[config.mk]
export PLATFORM = sky130hd
export DESIGN_NAME = occupancy_power_relay_fsm_top
export DESIGN_NICKNAME = d
export VERILOG_FILES = /design/src/sv/opr_pkg.sv /design/src/sv/opr_in_stage.sv /design/src/sv/opr_timers.sv /design/src/sv/opr_mode_fsm.sv /design/src/sv/occupancy_power_relay_fsm_top.sv
export SDC_FILE = /design/constraint.sdc
export NUM_CORES = 1
export LEC_CHECK = 0
export ABC_AREA = 1
export BUFFER_PORTS_ARGS = -buffer_cell sky130_fd_sc_hd__buf_2
export CAP_MARGIN = 25
export CELL_PAD_IN_SITES_DETAIL_PLACEMENT = 0
export CELL_PAD_IN_SITES_GLOBAL_PLACEMENT = 1
export CORE_ASPECT_RATIO = 1.2
export CORE_MARGIN = 1.5
export CORE_UTILIZATION = 52
export CTS_BUF_LIST = sky130_fd_sc_hd__clkbuf_4
export CTS_CLUSTER_DIAMETER = 80
export DETAILED_ROUTE_END_ITERATION = 8
export PLACE_DENSITY = 0.86
export SLEW_MARGIN = 25
export SYNTH_ARGS = -nofsm -noshare
export SYNTH_HDL_FRONTEND = slang
export SYNTH_HIERARCHICAL = 1
export SYNTH_SLANG_ARGS = --single-unit
[constraint.sdc]
create_clock -name clk -period 7.35 [get_ports clk]
set_input_delay 0.735 -clock clk [delete_from_list [all_inputs] [get_ports clk]]
set_output_delay 0.735 -clock clk [all_outputs]
set_load 0.02 [all_outputs]
[src/sv/opr_pkg.sv]
`default_nettype none

package opr_pkg;

	// Widths of the configuration registers and the millisecond counters
	localparam int unsigned CFG_W       = 16;
	localparam int unsigned CFG_IDX_W   = 2;
	localparam int unsigned CNT_W       = 32;
	localparam int unsigned IDLE_MIN_W  = 10;
	localparam int unsigned IDLE_PROD_W = 26;
	localparam int unsigned CODE_W      = 3;

	localparam logic [CFG_W-1:0] MS_PER_MINUTE = 16'd60000;

	// Configuration register indexes
	localparam logic [CFG_IDX_W-1:0] REG_SEARCH_TIMEOUT = 2'd0;
	localparam logic [CFG_IDX_W-1:0] REG_MOTION_HOLD    = 2'd1;
	localparam logic [CFG_IDX_W-1:0] REG_CHECK_INTERVAL = 2'd2;

	// Reset values of the configuration registers
	localparam logic [CFG_W-1:0] SEARCH_TIMEOUT_RST = 16'd5000;
	localparam logic [CFG_W-1:0] MOTION_HOLD_RST    = 16'd1000;
	localparam logic [CFG_W-1:0] CHECK_INTERVAL_RST = 16'd500;

	typedef enum logic [CODE_W-1:0] {
		MODE_SEARCHING = 3'd0,
		MODE_CONNECTED = 3'd1,
		MODE_IDLE      = 3'd2,
		MODE_POWER_OFF = 3'd3,
		MODE_OVERRIDE  = 3'd4
	} mode_t;

	// Conditions handed from the timer block to the mode controller
	typedef struct packed {
		logic run;
		logic lost;
		logic still;
		logic idle_done;
		logic packet_ever;
	} timer_flags_t;

endpackage

`default_nettype wire

[src/sv/opr_in_stage.sv]
`default_nettype none

module opr_in_stage (
	input  wire                                   clk,
	input  wire                                   arst_n,
	input  wire                                   load,
	input  wire                                   advance,
	input  wire                                   packet_seen,
	input  wire                                   motion_seen,
	input  wire                                   override_on,
	input  wire  [opr_pkg::IDLE_MIN_W-1:0]        idle_minutes,
	output logic                                  valid_s1,
	output logic                                  packet_s1,
	output logic                                  motion_s1,
	output logic                                  override_s1,
	output logic [opr_pkg::IDLE_PROD_W-1:0]       idle_limit_s1
);
	import opr_pkg::*;

	// occupancy of the input stage
	always_ff @(posedge clk or negedge arst_n) begin
		if (!arst_n) begin
			valid_s1 <= 1'b0;
		end else if (load) begin
			valid_s1 <= 1'b1;
		end else if (advance) begin
			valid_s1 <= 1'b0;
		end
	end

	// capture the word; convert the idle limit from minutes to ms here
	always_ff @(posedge clk) begin
		if (load) begin
			packet_s1     <= packet_seen;
			motion_s1     <= motion_seen;
			override_s1   <= override_on;
			idle_limit_s1 <= IDLE_PROD_W'(idle_minutes) * IDLE_PROD_W'(MS_PER_MINUTE);
		end
	end

endmodule

`default_nettype wire

[src/sv/opr_timers.sv]
`default_nettype none

module opr_timers (
	input  wire                                 clk,
	input  wire                                 arst_n,
	input  wire                                 step,
	input  wire                                 packet_s1,
	input  wire                                 motion_s1,
	input  wire  [opr_pkg::IDLE_PROD_W-1:0]     idle_limit_s1,
	input  wire  [opr_pkg::CFG_W-1:0]           search_timeout_ms,
	input  wire  [opr_pkg::CFG_W-1:0]           motion_hold_ms,
	input  wire  [opr_pkg::CFG_W-1:0]           check_interval_ticks,
	output opr_pkg::timer_flags_t               flags
);
	import opr_pkg::*;

	logic [CNT_W-1:0] pkt_cnt_q;
	logic [CNT_W-1:0] mot_cnt_q;
	logic             packet_ever_q;
	logic [CFG_W-1:0] ivl_cnt_q;

	logic [CNT_W-1:0] pkt_cnt_nxt;
	logic [CNT_W-1:0] mot_cnt_nxt;
	logic             packet_ever_nxt;
	logic [CFG_W:0]   ivl_inc;
	logic             run;
	logic [CFG_W-1:0] ivl_cnt_nxt;

	always_comb begin
		// clear on activity, else count and saturate
		if (packet_s1) begin
			pkt_cnt_nxt = '0;
		end else if (&pkt_cnt_q) begin
			pkt_cnt_nxt = pkt_cnt_q;
		end else begin
			pkt_cnt_nxt = pkt_cnt_q + 1'b1;
		end

		if (motion_s1) begin
			mot_cnt_nxt = '0;
		end else if (&mot_cnt_q) begin
			mot_cnt_nxt = mot_cnt_q;
		end else begin
			mot_cnt_nxt = mot_cnt_q + 1'b1;
		end

		packet_ever_nxt = packet_ever_q | packet_s1;

		// an interval of zero behaves as one
		ivl_inc     = {1'b0, ivl_cnt_q} + 1'b1;
		run         = (ivl_inc >= {1'b0, check_interval_ticks});
		ivl_cnt_nxt = run ? '0 : ivl_inc[CFG_W-1:0];
	end

	assign flags.run         = run;
	assign flags.lost        = (pkt_cnt_nxt > CNT_W'(search_timeout_ms));
	assign flags.still       = (mot_cnt_nxt > CNT_W'(motion_hold_ms));
	assign flags.idle_done   = (mot_cnt_nxt > CNT_W'(idle_limit_s1));
	assign flags.packet_ever = packet_ever_nxt;

	always_ff @(posedge clk or negedge arst_n) begin
		if (!arst_n) begin
			pkt_cnt_q     <= '0;
			mot_cnt_q     <= '0;
			packet_ever_q <= 1'b0;
			ivl_cnt_q     <= '0;
		end else if (step) begin
			pkt_cnt_q     <= pkt_cnt_nxt;
			mot_cnt_q     <= mot_cnt_nxt;
			packet_ever_q <= packet_ever_nxt;
			ivl_cnt_q     <= ivl_cnt_nxt;
		end
	end

`ifndef SYNTHESIS
	a_interval_wrap: assert property (@(posedge clk) disable iff (!arst_n)
		(step && run) |=> (ivl_cnt_q == '0))
		else $error("interval counter did not restart after an evaluation");
`endif

endmodule

`default_nettype wire

[src/sv/opr_mode_fsm.sv]
`default_nettype none

module opr_mode_fsm (
	input  wire                              clk,
	input  wire                              arst_n,
	input  wire                              step,
	input  wire                              override_s1,
	input  opr_pkg::timer_flags_t            flags,
	output logic [opr_pkg::CODE_W-1:0]       state_code_nxt,
	output logic                             relay_nxt
);
	import opr_pkg::*;

	mode_t mode_q;
	mode_t mode_nxt;
	logic  relay_q;
	logic  linked;

	assign linked = flags.packet_ever && !flags.lost;

	// next state
	always_comb begin
		mode_nxt = mode_q;
		if (flags.run) begin
			case (mode_q)
				MODE_SEARCHING: begin
					if (linked) begin
						mode_nxt = MODE_CONNECTED;
					end else if (override_s1) begin
						mode_nxt = MODE_OVERRIDE;
					end
				end
				MODE_CONNECTED: begin
					if (flags.still) begin
						mode_nxt = MODE_IDLE;
					end else if (override_s1) begin
						mode_nxt = MODE_OVERRIDE;
					end else if (flags.lost) begin
						mode_nxt = MODE_SEARCHING;
					end
				end
				MODE_IDLE: begin
					if (!flags.still) begin
						mode_nxt = MODE_CONNECTED;
					end else if (flags.idle_done) begin
						mode_nxt = MODE_POWER_OFF;
					end else if (override_s1) begin
						mode_nxt = MODE_OVERRIDE;
					end else if (flags.lost) begin
						mode_nxt = MODE_SEARCHING;
					end
				end
				MODE_POWER_OFF: begin
					if (linked) begin
						if (!flags.still) begin
							mode_nxt = MODE_CONNECTED;
						end else if (override_s1) begin
							mode_nxt = MODE_OVERRIDE;
						end
					end else if (flags.lost) begin
						mode_nxt = MODE_SEARCHING;
					end
				end
				MODE_OVERRIDE: begin
					if (!override_s1) begin
						mode_nxt = flags.packet_ever ? MODE_CONNECTED : MODE_SEARCHING;
					end
				end
				default: begin
					mode_nxt = mode_q;
				end
			endcase
		end
	end

	// relay drive: close on entry to an active mode, open on search or power off
	always_comb begin
		relay_nxt = relay_q;
		if (flags.run && (mode_nxt != mode_q)) begin
			case (mode_nxt)
				MODE_SEARCHING: relay_nxt = 1'b0;
				MODE_POWER_OFF: relay_nxt = 1'b0;
				MODE_OVERRIDE:  relay_nxt = 1'b1;
				MODE_CONNECTED: relay_nxt = (mode_q == MODE_IDLE) ? relay_q : 1'b1;
				MODE_IDLE:      relay_nxt = relay_q;
				default:        relay_nxt = relay_q;
			endcase
		end
		state_code_nxt = mode_nxt;
	end

	always_ff @(posedge clk or negedge arst_n) begin
		if (!arst_n) begin
			mode_q  <= MODE_SEARCHING;
			relay_q <= 1'b0;
		end else if (step) begin
			mode_q  <= mode_nxt;
			relay_q <= relay_nxt;
		end
	end

`ifndef SYNTHESIS
	a_relay_matches_mode: assert property (@(posedge clk) disable iff (!arst_n)
		relay_q == ((mode_q == MODE_CONNECTED) || (mode_q == MODE_IDLE) ||
			(mode_q == MODE_OVERRIDE)))
		else $error("relay drive disagrees with the mode");
	a_mode_holds: assert property (@(posedge clk) disable iff (!arst_n)
		!step |=> $stable(mode_q))
		else $error("mode changed without a word in flight");
`endif

endmodule

`default_nettype wire

[src/sv/occupancy_power_relay_fsm_top.sv]
// Occupancy power relay controller.
// Input channel (in_valid / in_stall): one word per millisecond tick with
// packet_seen, motion_seen, override_on and idle_minutes. Output channel
// (out_valid / out_stall): exactly one word per input word with state_code,
// relay_on and evaluated. state_code also selects the LED pattern.
// Configuration: write cfg_wdata to register cfg_index while cfg_wen is
// high; index 0 search timeout, 1 motion hold, 2 check interval. Writes to
// other indexes are dropped. Write only while no word is in flight.
// Flow: a word held in the input stage updates the counters and controller
// as it advances, on the same edge that loads its result into the output register.
// Throughput: one word per cycle while out_stall is low, set by the single
// input register and single output register around one pass of logic.
// Reset: counters and interval clear, mode goes to searching, relay opens,
// configuration returns to 5000 / 1000 / 500, both channels empty.
// Output stall: the result word holds; the input stage holds one more word
// and in_stall rises only once that stage is full too.
`default_nettype none

module occupancy_power_relay_fsm_top (
	input  wire                                clk,
	input  wire                                arst_n,
	input  wire                                in_valid,
	output logic                               in_stall,
	input  wire                                packet_seen,
	input  wire                                motion_seen,
	input  wire                                override_on,
	input  wire  [opr_pkg::IDLE_MIN_W-1:0]     idle_minutes,
	output logic                               out_valid,
	input  wire                                out_stall,
	output logic [opr_pkg::CODE_W-1:0]         state_code,
	output logic                               relay_on,
	output logic                               evaluated,
	input  wire                                cfg_wen,
	input  wire  [opr_pkg::CFG_IDX_W-1:0]      cfg_index,
	input  wire  [opr_pkg::CFG_W-1:0]          cfg_wdata
);
	import opr_pkg::*;

	logic [CFG_W-1:0] search_timeout_q;
	logic [CFG_W-1:0] motion_hold_q;
	logic [CFG_W-1:0] check_interval_q;

	logic                   valid_s1;
	logic                   packet_s1;
	logic                   motion_s1;
	logic                   override_s1;
	logic [IDLE_PROD_W-1:0] idle_limit_s1;

	logic                   out_free;
	logic                   step;
	logic                   load;
	timer_flags_t           flags;
	logic [CODE_W-1:0]      state_code_nxt;
	logic                   relay_nxt;

	logic                   out_valid_q;
	logic [CODE_W-1:0]      state_code_q;
	logic                   relay_on_q;
	logic                   evaluated_q;

	// configuration registers; unknown indexes are dropped
	always_ff @(posedge clk or negedge arst_n) begin
		if (!arst_n) begin
			search_timeout_q <= SEARCH_TIMEOUT_RST;
			motion_hold_q    <= MOTION_HOLD_RST;
			check_interval_q <= CHECK_INTERVAL_RST;
		end else if (cfg_wen) begin
			case (cfg_index)
				REG_SEARCH_TIMEOUT: search_timeout_q <= cfg_wdata;
				REG_MOTION_HOLD:    motion_hold_q    <= cfg_wdata;
				REG_CHECK_INTERVAL: check_interval_q <= cfg_wdata;
				default: ;
			endcase
		end
	end

	// handshake: the output register frees when empty or being taken,
	// the input stage advances into it whenever it is free
	assign out_free = !out_valid_q || !out_stall;
	assign step     = valid_s1 && out_free;
	assign in_stall = valid_s1 && !out_free;
	assign load     = in_valid && !in_stall;

	opr_in_stage u_in_stage (
		.clk           (clk),
		.arst_n        (arst_n),
		.load          (load),
		.advance       (step),
		.packet_seen   (packet_seen),
		.motion_seen   (motion_seen),
		.override_on   (override_on),
		.idle_minutes  (idle_minutes),
		.valid_s1      (valid_s1),
		.packet_s1     (packet_s1),
		.motion_s1     (motion_s1),
		.override_s1   (override_s1),
		.idle_limit_s1 (idle_limit_s1)
	);

	opr_timers u_timers (
		.clk                  (clk),
		.arst_n               (arst_n),
		.step                 (step),
		.packet_s1            (packet_s1),
		.motion_s1            (motion_s1),
		.idle_limit_s1        (idle_limit_s1),
		.search_timeout_ms    (search_timeout_q),
		.motion_hold_ms       (motion_hold_q),
		.check_interval_ticks (check_interval_q),
		.flags                (flags)
	);

	opr_mode_fsm u_mode_fsm (
		.clk            (clk),
		.arst_n         (arst_n),
		.step           (step),
		.override_s1    (override_s1),
		.flags          (flags),
		.state_code_nxt (state_code_nxt),
		.relay_nxt      (relay_nxt)
	);

	// result register: fill on step, drop when taken without a refill
	always_ff @(posedge clk or negedge arst_n) begin
		if (!arst_n) begin
			out_valid_q <= 1'b0;
		end else if (step) begin
			out_valid_q <= 1'b1;
		end else if (!out_stall) begin
			out_valid_q <= 1'b0;
		end
	end

	always_ff @(posedge clk) begin
		if (step) begin
			state_code_q <= state_code_nxt;
			relay_on_q   <= relay_nxt;
			evaluated_q  <= flags.run;
		end
	end

	assign out_valid  = out_valid_q;
	assign state_code = state_code_q;
	assign relay_on   = relay_on_q;
	assign evaluated  = evaluated_q;

`ifndef SYNTHESIS
	a_step_fills_output: assert property (@(posedge clk) disable iff (!arst_n)
		step |=> out_valid_q)
		else $error("word advanced but no result was registered");
	a_stall_only_when_full: assert property (@(posedge clk) disable iff (!arst_n)
		in_stall |-> (valid_s1 && out_valid_q && out_stall))
		else $error("input stalled while a stage was free");
`endif

endmodule

`default_nettype wire

==> impl_metrics.env, run 1 <==
export IMPL_fin_area_um2=15100
export IMPL_synth_xor_area_share_pct=1.64
export IMPL_grt_max_degree=104
export IMPL_via_per_inst=5.24
export IMPL_cp_start_kind="register"
export IMPL_ys_seq_area_share_pct=29.6
export IMPL_drtAntennaViolNets=0
export IMPL_synth_fa_ha_area_share_pct=17.2
export IMPL_synth_main_ff_cell="dfrtp_1"
export IMPL_syn_avg_cell_area_um2=7.07
export IMPL_setup_viol=0
export IMPL_pwr_share_comb_pct=45.8
export IMPL_drtIter0Drc=736
export IMPL_layout_drive_gt1_share_pct=8.71
export IMPL_p_sw_uw=1450
export IMPL_crit_path_top_delay_cell="dfrtp_1"
export IMPL_fp_row_count=66
export IMPL_tns_ps=0
export IMPL_hold_class="in -> async"
export IMPL_power_frac_seq_pct=37.3
export IMPL_placed_area_um2=14800
export IMPL_yosys_area_share_simple_pct=33.7
export IMPL_antenna_found_initial=1
export IMPL_crit_path_end_kind="register"
export IMPL_drc=0
export IMPL_fp_dieH_um=185
export IMPL_first_global_vias=12749
export IMPL_cts_tree="done"
export IMPL_ys_async_sr_fraction_pct=82.3
export IMPL_finalWirelength_um=35900
export IMPL_fmax_mhz=214
export IMPL_mostFrequentLayoutCells="nand2_1 (646), inv_1 (307), nor2_1 (171)"
export IMPL_p_leak_uw=0.00788
export IMPL_yosys_register_bits=164
export IMPL_synth_edff_count=29
export IMPL_crit_arrival_ps=5000
export IMPL_pre_cts_slack_ps=2510
export IMPL_report_final_slew_viol_count=0
export IMPL_ir_drop_mv=0.224
export IMPL_drv_cap=0
export IMPL_finalWorstSetupSlack_ps=2680
export IMPL_die_w_um=155
export IMPL_grt_pass1_wl_um=61300
export IMPL_cellPowerDensity_nw_per_um2=220
export IMPL_final_period_utilization_pct=63.5
export IMPL_hold_viol=0
export IMPL_start_util_pct=53.1
export IMPL_netlist_area_um2=14400
export IMPL_status="complete, no violations"
export IMPL_worst_hold_slack_ps=102
export IMPL_relSlewSlack_pct=32.1
export IMPL_final_common_cell="nand2_1"
export IMPL_post_cts_resized=0
export IMPL_dr_pass1_iters=5
export IMPL_synth_compound_area_share_pct=6.80
export IMPL_p_clk_share_pct=17.0
export IMPL_die_area_um2=28700
export IMPL_nNetsFinal=2270
export IMPL_numPortBuffers=42
export IMPL_ctsHtreeMaxLevel=4
export IMPL_final_cells=2408
export IMPL_yosysUniqueCellTypes=53
export IMPL_postCtsSetupBuffers=0
export IMPL_wl_per_cell_um=14.9
export IMPL_synthMuxAreaShare_pct=0
export IMPL_cts_sinks=164
export IMPL_syn_to_final_growth_pct=4.56
export IMPL_p_sw_share_pct=43.7
export IMPL_worstSetupPathType="reg -> reg"
export IMPL_core_um2=27200
export IMPL_cpMostUsedCell="nand2_1"
export IMPL_clock_path_buffers=2
export IMPL_ys_warn_count=6
export IMPL_clkSlewWorstSetupHoldPaths_ps=150
export IMPL_dp_cells=2375
export IMPL_synthesis_instances=2040
export IMPL_vias=12613
export IMPL_gp_congestion=0.915
export IMPL_worstPathMaxFanout=23
export IMPL_period_minus_slack_ps=4670
export IMPL_rsz0062_at_grt="false"
export IMPL_worst_pin_slew_ps=1020
export IMPL_synth_top_family_by_area="simple AND/OR/NAND/NOR gates"
export IMPL_cts_hold_buffers=0
export IMPL_clkLatencyLatePin_ps=600
export IMPL_required_ps=7690
export IMPL_skew_ps=32.7
export IMPL_ctsRootBufferMaster="clkbuf_4"
export IMPL_gr_total_overflow=0
export IMPL_p_int_uw=1860
export IMPL_cts_buffers=17
export IMPL_dp_hpwl_um=28200
export IMPL_max_stage_delay_ps=530
export IMPL_grtUsageTotal_pct=26.8
export IMPL_num_io_pins=43
## routing by layer
layer	up-vias	part of all wire, %	routed length, µm	track usage [%]
li1	6526	-	-	-
met1	5761	44	15700	31.9
met2	253	49	17700	48.4
met3	73	3.2	1150	3.28
met4	0	3.7	1330	11.3
met5	-	0	0	0
## flip-flops by register name, summed over array words and instances (netlist names)
register / count
u_in_stage/valid_s1: 1
check_interval_q: 16
u_in_stage/packet_s1: 1
evaluated: 1
u_in_stage/idle_limit_s1: 21
motion_hold_q: 16
u_in_stage/override_s1: 1
state_code: 3
u_timers/packet_ever_q: 1
u_in_stage/motion_s1: 1
out_valid: 1
u_mode_fsm/mode_q: 3
u_timers/ivl_cnt_q: 16
relay_on: 1
u_mode_fsm/relay_q: 1
search_timeout_q: 16
u_timers/pkt_cnt_q: 32
u_timers/mot_cnt_q: 32
## power groups by stage
stage	Clock, µW	Combinational (µW)	Sequential, µW
floorplan	0	1180	1220
global placement	0	1500	1250
detailed placement	0	1530	1250
CTS	587	1530	1230
global route	621	1780	1250
finish	562	1510	1230
## area by class of cell
class,count,area (µm²)
diodes,1,2.50
clock buffers,18,135
clock inverters,14,149
fillers,2745,12100
inverters,327,1240
multi-input cells,1496,8580
flip-flops and latches,164,4270
well taps,340,425
repair buffers,48,265
## cell usage after synthesis (2+ instances only)
cell type	count	area [µm²]
nand3b_2	2	22.5
nor2_2	13	81.3
inv_2	13	48.8
o211ai_1	2	15.0
edfxtp_1	29	871
inv_4	2	12.5
nor2_4	4	45.0
nand3b_1	15	113
o21ai_1	19	95.1
a31oi_1	7	43.8
or2_2	6	37.5
ha_1	149	1860
buf_1	2	7.51
buf_6	8	90.1
nand4_1	70	438
o21bai_1	4	30.0
a21oi_1	52	260
nand2_1	646	2420
o21ai_0	78	390
fa_1	31	621
nor3_1	13	65.1
o21ai_2	2	17.5
xnor2_1	10	87.6
nand2_2	16	100
inv_1	308	1160
clkinv_1	3	11.3
nor2_8	2	40.0
dfrtp_1	118	2950
or2_1	3	18.8
nand3_4	2	35.0
nand3_2	6	60.1
nand3_1	132	661
nor2_1	171	642
dfstp_2	17	447
a31oi_2	4	50.1
buf_2	11	55.1
xor2_1	17	149
nand2_4	2	22.5
buf_4	16	120
a21oi_2	3	26.3
clkbuf_1	20	75.1
## cells by family (layout without fill, tap and decap cells)
logic type / Yosys count / in the layout
flip-flops: 164 / 164
AO/OA/AOI/OAI: 176 / 176
buffers and inverters: 384 / 407
adder cells (fa/ha/maj): 180 / 180
XOR/XNOR: 27 / 27
other: 1 / 6
AND/OR/NAND/NOR: 1108 / 1108
## through the flow
step           total power, µW  utilization [%]
2_1_floorplan             2400                -
5_1_grt                   3650             55.5
3_3_place_gp              2750             54.4
3_5_place_dp              2780             54.4
6_report                  3310             55.5
4_1_cts                   3360             55.4
## worst max-delay path, delay by kind of cell, from the launching register on
| kind | cells | cell delay [ps] |
|---|---|---|
| compound gates | 4 | 700 |
| flops | 1 | 530 |
| fa+ha+maj | 2 | 600 |
| buf+inv | 4 | 370 |
| simple gates | 23 | 2200 |
## worst paths after layout
kind | start | to | slack, ps | cells past startpoint
worst max-delay path | u_timers/pkt_cnt_q[0] | relay_on | 2680 | 33
worst min-delay path | arst_n | u_timers/ivl_cnt_q[15] | 100 | 1
worst max register to register | u_timers/pkt_cnt_q[0] | relay_on | 2680 | 33
min in group clk | motion_seen | u_in_stage/motion_s1 | 330 | 1
max in group asynchronous | arst_n | u_timers/mot_cnt_q[12] | 6130 | 2
worst min register to register | check_interval_q[7] | check_interval_q[7] | 470 | 2
(Power assumes the default switching activity.)
==> run 2: changes to the inputs <==
--- a/config.mk
+++ b/config.mk
@@ -12,11 +12,11 @@
 export CELL_PAD_IN_SITES_GLOBAL_PLACEMENT = 1
 export CORE_ASPECT_RATIO = 1.2
 export CORE_MARGIN = 1.5
-export CORE_UTILIZATION = 52
+export CORE_UTILIZATION = 48
 export CTS_BUF_LIST = sky130_fd_sc_hd__clkbuf_4
 export CTS_CLUSTER_DIAMETER = 80
 export DETAILED_ROUTE_END_ITERATION = 8
-export PLACE_DENSITY = 0.86
+export PLACE_DENSITY = 0.8
 export SLEW_MARGIN = 25
 export SYNTH_ARGS = -nofsm -noshare
 export SYNTH_HDL_FRONTEND = slang
==> constraint.sdc (replaced) <==
create_clock -name clk -period 4.9 [get_ports clk]
set_input_delay 0.49 -clock clk [delete_from_list [all_inputs] [get_ports clk]]
set_output_delay 0.49 -clock clk [all_outputs]
set_load 0.02 [all_outputs]
==> impl_metrics.env, run 2 (same netlist as run 1, synthesis figures left out) <==
export IMPL_status="complete, no violations"
export IMPL_grt_pass1_wl_um=62400
export IMPL_die_area_um2=31100
export IMPL_reg_top3="u_timers/mot_cnt_q (32), u_timers/pkt_cnt_q (32), u_in_stage/idle_limit_s1 (21)"
export IMPL_required_ps=5250
export IMPL_fp_dieH_um=193
export IMPL_fill_cells=3049
export IMPL_cts_tree="done"
export IMPL_wl_per_cell_um=14.9
export IMPL_worst_pin_slew_ps=1020
export IMPL_hold_viol=0
export IMPL_ctsHtreeMaxLevel=4
export IMPL_crit_path_end_kind="register"
export IMPL_fp_row_count=69
export IMPL_cp_start_kind="register"
export IMPL_cpMostUsedCell="nand2_1"
export IMPL_crit_path_top_delay_cell="dfrtp_1"
export IMPL_cts_sinks=164
export IMPL_cellPowerDensity_nw_per_um2=342
export IMPL_gr_total_overflow=0
export IMPL_hold_class="in -> reg"
export IMPL_drc=0
export IMPL_syn_to_final_growth_pct=6.46
export IMPL_drtIter0Drc=758
export IMPL_nNetsFinal=2283
export IMPL_drv_cap=0
export IMPL_tns_ps=0
export IMPL_relSlewSlack_pct=31.7
export IMPL_via_per_inst=5.08
export IMPL_vias=12545
export IMPL_final_common_cell="nand2_1"
export IMPL_worstPathMaxFanout=6
export IMPL_report_final_slew_viol_count=0
export IMPL_skew_ps=40.3
export IMPL_ir_drop_mv=0.375
export IMPL_postCtsSetupBuffers=0
export IMPL_crit_arrival_ps=4850
export IMPL_drtAntennaViolNets=0
export IMPL_layout_drive_gt1_share_pct=9.38
export IMPL_die_w_um=161
export IMPL_cts_buffers=17
export IMPL_max_stage_delay_ps=440
export IMPL_clkSlewWorstSetupHoldPaths_ps=150
export IMPL_dr_pass1_iters=5
export IMPL_fmax_mhz=222
export IMPL_clock_path_buffers=2
export IMPL_antenna_found_initial=1
export IMPL_grt_max_degree=103
export IMPL_mostFrequentLayoutCells="nand2_1 (646), inv_1 (306), nor2_1 (171)"
export IMPL_numPortBuffers=42
export IMPL_finalPower_uw=5250
export IMPL_num_io_pins=43
export IMPL_finalWirelength_um=36900
export IMPL_ctsRootBufferMaster="clkbuf_4"
export IMPL_rsz0062_at_grt="false"
export IMPL_core_um2=29600
export IMPL_dp_hpwl_um=29000
export IMPL_period_minus_slack_ps=4510
export IMPL_first_global_vias=12620
export IMPL_p_leak_uw=0.00799
export IMPL_clkLatencyLatePin_ps=610
export IMPL_gp_congestion=0.902
export IMPL_setup_viol=0
export IMPL_worstSetupPathType="reg -> reg"
export IMPL_start_util_pct=48.7
export IMPL_grtUsageTotal_pct=25.3
export IMPL_final_period_utilization_pct=92.0
[run 2: changes by cell type in the layout (fill, tap and decap cells not counted), moves of 2 or more]
cell	before	now
buf_4	5	18
bufinv_16	2	7
clkinv_4	1	3
inv_6	6	0
[run 2: stage by stage]
| step | area [µm²] | std cells | hold slack [ps] | setup WS, ps | utilization, % |
|---|---|---|---|---|---|
| 2_1_floorplan | 14400 | 2044 | 194 | 695 | - |
| 3_3_place_gp | 14900 | 2437 | 445 | 317 | 50.4 |
| 3_5_place_dp | 14900 | 2437 | 448 | 280 | 50.4 |
| 4_1_cts | 15300 | 2470 | 5.56 | 435 | 51.8 |
| 5_1_grt | 15300 | 2471 | 20.5 | 11.6 | 51.8 |
| 6_report | 15300 | 2471 | 65.7 | 393 | 51.8 |
[run 2: where the power goes]
part           internal, µW  switching, µW
logic                   809           1500
clock network           571            524
registers              1680            162
[run 2: worst max-delay path, delay by kind of cell, from the launching register on]
kind	cells	cell delay, ps
adders and majority gates	2	590
buffers and inverters	6	550
and+or+nand+nor	24	2350
DFF	1	440
AOI/OAI and AO/OA	3	330
[run 2: cell type report]
class	count	area, µm²	share of cell area (%)
well taps	390	488	3.18
multi-input cells	1496	8580	55.9
flip-flops and latches	164	4270	27.8
clock buffers	19	143	0.930
inverters	327	1240	8.09
repair buffers	61	362	2.36
diodes	1	2.50	0.0163
clock inverters	13	255	1.66
[run 2: worst paths after layout]
kind / slack (ps) / cells after the start / to / startpoint
max: 390 / 35 / relay_on / u_timers/mot_cnt_q[1]
min: 70 / 1 / u_in_stage/motion_s1 / motion_seen
max reg2reg: 390 / 35 / relay_on / u_timers/mot_cnt_q[1]
min reg2reg: 470 / 2 / search_timeout_q[3] / search_timeout_q[3]
max in group asynchronous: 3410 / 3 / search_timeout_q[12] / arst_n
min in group asynchronous: 460 / 2 / u_timers/ivl_cnt_q[7] / arst_n
[run 2: per-layer routing]
layer,GRT usage (%),wire [µm],vias up
met2,46.5,18700,201
met5,0,0,-
met4,10.4,1320,0
li1,-,-,6536
met1,30.1,16000,5747
met3,2.69,900,61
[run 2: repair_timing]
| item | in CTS | in global routing |
|---|---|---|
| resized for setup | 0 | 1 |
| endpoints found under the setup margin | 0 | 1 |
| hold buffers | 1 | 0 |
| endpoints found under the hold margin | 53 | 0 |
==> run 3: changes to the inputs <==
--- a/config.mk
+++ b/config.mk
@@ -17,6 +17,7 @@
 export CTS_CLUSTER_DIAMETER = 80
 export DETAILED_ROUTE_END_ITERATION = 8
 export PLACE_DENSITY = 0.8
+export RECOVER_POWER = 50
 export SLEW_MARGIN = 25
 export SYNTH_ARGS = -nofsm -noshare
 export SYNTH_HDL_FRONTEND = slang
==> impl_metrics.env, run 3 (same netlist as run 1, synthesis figures left out) <==
export IMPL_cts_sinks=164
export IMPL_multi_input_area_um2=8550
export IMPL_clkLatencyLatePin_ps=610
export IMPL_drc=0
export IMPL_relSlewSlack_pct=-146
export IMPL_worstPathMaxFanout=6
export IMPL_via_per_inst=5.07
export IMPL_clock_path_buffers=2
export IMPL_cts_tree="done"
export IMPL_rsz0062_at_grt="false"
export IMPL_status="finished, violations left"
export IMPL_violations="capacitance limit, slew limit"
export IMPL_die_area_um2=31100
export IMPL_num_io_pins=43
export IMPL_final_common_cell="nand2_1"
export IMPL_grt_max_degree=103
export IMPL_postCtsSetupBuffers=0
export IMPL_drtIter0Drc=749
export IMPL_gp_congestion=0.902
export IMPL_start_util_pct=48.7
export IMPL_finalWirelength_um=36900
export IMPL_tns_ps=0
export IMPL_crit_arrival_ps=4850
export IMPL_hold_viol=0
export IMPL_cp_start_kind="register"
export IMPL_drtAntennaViolNets=0
export IMPL_fp_row_count=69
export IMPL_numPortBuffers=42
export IMPL_syn_to_final_growth_pct=6.12
export IMPL_ctsRootBufferMaster="clkbuf_4"
export IMPL_clkSlewWorstSetupHoldPaths_ps=150
export IMPL_fp_dieH_um=193
export IMPL_placed_area_um2=14900
export IMPL_vias=12518
export IMPL_ir_drop_mv=0.374
export IMPL_p_leak_uw=0.00796
export IMPL_setup_viol=0
export IMPL_worstSetupPathType="reg -> reg"
export IMPL_die_w_um=161
export IMPL_final_cells=2471
export IMPL_period_minus_slack_ps=4500
export IMPL_crit_path_top_delay_cell="dfrtp_1"
export IMPL_grtUsageTotal_pct=25.3
export IMPL_nNetsFinal=2283
export IMPL_dr_pass1_iters=7
export IMPL_cts_buffers=17
export IMPL_grt_pass1_wl_um=62400
export IMPL_first_global_vias=12620
export IMPL_layout_drive_gt1_share_pct=8.89
export IMPL_drv_cap=2
export IMPL_required_ps=5240
export IMPL_max_stage_delay_ps=440
export IMPL_fin_area_um2=15300
export IMPL_seqCellArea_um2=4270
export IMPL_final_period_utilization_pct=91.9
export IMPL_crit_path_end_kind="register"
export IMPL_dp_hpwl_um=29000
export IMPL_worst_pin_slew_ps=3690
export IMPL_wl_per_cell_um=14.9
export IMPL_antenna_found_initial=1
export IMPL_ctsHtreeMaxLevel=4
export IMPL_core_um2=29600
export IMPL_reg_top3="u_timers/mot_cnt_q (32), u_timers/pkt_cnt_q (32), u_in_stage/idle_limit_s1 (21)"
export IMPL_hold_class="in -> reg"
export IMPL_cellPowerDensity_nw_per_um2=343
export IMPL_mostFrequentLayoutCells="nand2_1 (647), inv_1 (307), nor2_1 (171)"
export IMPL_skew_ps=39.4
export IMPL_fmax_mhz=222
export IMPL_report_final_slew_viol_count=116
export IMPL_gr_total_overflow=0
export IMPL_dp_cells=2437
export IMPL_fill_cells=3059
export IMPL_cpMostUsedCell="nand2_1"
run 3: changes by cell type in the layout (fill, tap and decap cells not counted), moves of 2 or more:
| cell | previous run | this run |
|---|---|---|
| nand3_4 | 2 | 0 |
| nand3_1 | 132 | 134 |
| clkbuf_1 | 0 | 6 |
| buf_2 | 41 | 36 |
run 3: path summary, 6_finish.rpt:
path	end	cells after the start	startpoint	slack, ps
max	relay_on	35	u_timers/mot_cnt_q[1]	400
min	u_in_stage/motion_s1	1	motion_seen	70
max reg2reg	relay_on	35	u_timers/mot_cnt_q[1]	400
min reg2reg	search_timeout_q[3]	2	search_timeout_q[3]	470
max in group asynchronous	u_timers/pkt_cnt_q[0]	3	arst_n	840
min in group asynchronous	u_timers/ivl_cnt_q[14]	2	arst_n	1710
run 3: per-layer routing:
| layer | GRT usage [%] | up-vias | wire, µm |
|---|---|---|---|
| li1 | - | 6531 | - |
| met1 | 30.1 | 5744 | 16000 |
| met2 | 46.5 | 184 | 18700 |
| met3 | 2.69 | 59 | 881 |
| met4 | 10.4 | 0 | 1300 |
| met5 | 0 | - | 0 |
run 3: layout make-up:
class / instances / area share (%)
diodes: 1 / 0.0164
clock buffers: 19 / 0.933
clock inverters: 13 / 1.67
inverters: 327 / 8.11
multi-input cells: 1496 / 55.9
flip-flops and latches: 164 / 27.9
well taps: 390 / 3.19
repair buffers: 61 / 2.26
run 3: power by group:
part / switching (µW) / internal, µW / leakage [µW]
Combinational: 1500 / 807 / 0.00572
Sequential: 161 / 1680 / 0.00204
Clock: 522 / 571 / 0.000207
run 3: worst max-delay path: cells and delay by family, from the launching register on:
family                     cells  cell delay, ps
adders and majority gates      2             590
buffers and inverters          6             550
DFF                            1             440
and+or+nand+nor               24            2350
AOI/OAI and AO/OA              3             330
run 3: repair_timing:
| item | in CTS | in global routing |
|---|---|---|
| resized for setup | 0 | 1 |
| hold buffers | 1 | 0 |
| setup endpoints to repair | 0 | 1 |
| endpoints found under the hold margin | 53 | 0 |
run 3: per-stage QoR:
stage                     power, µW  setup WS, ps  hold WS, ps  util (%)
after global routing           5760          11.6         20.5      51.7
after detailed placement       4210           280          448      50.4
final                          5240           398         67.7      51.7
after floorplan                3600           695          194         -
after CTS                      5330           435         5.56      51.8
after global placement         4160           317          445      50.4
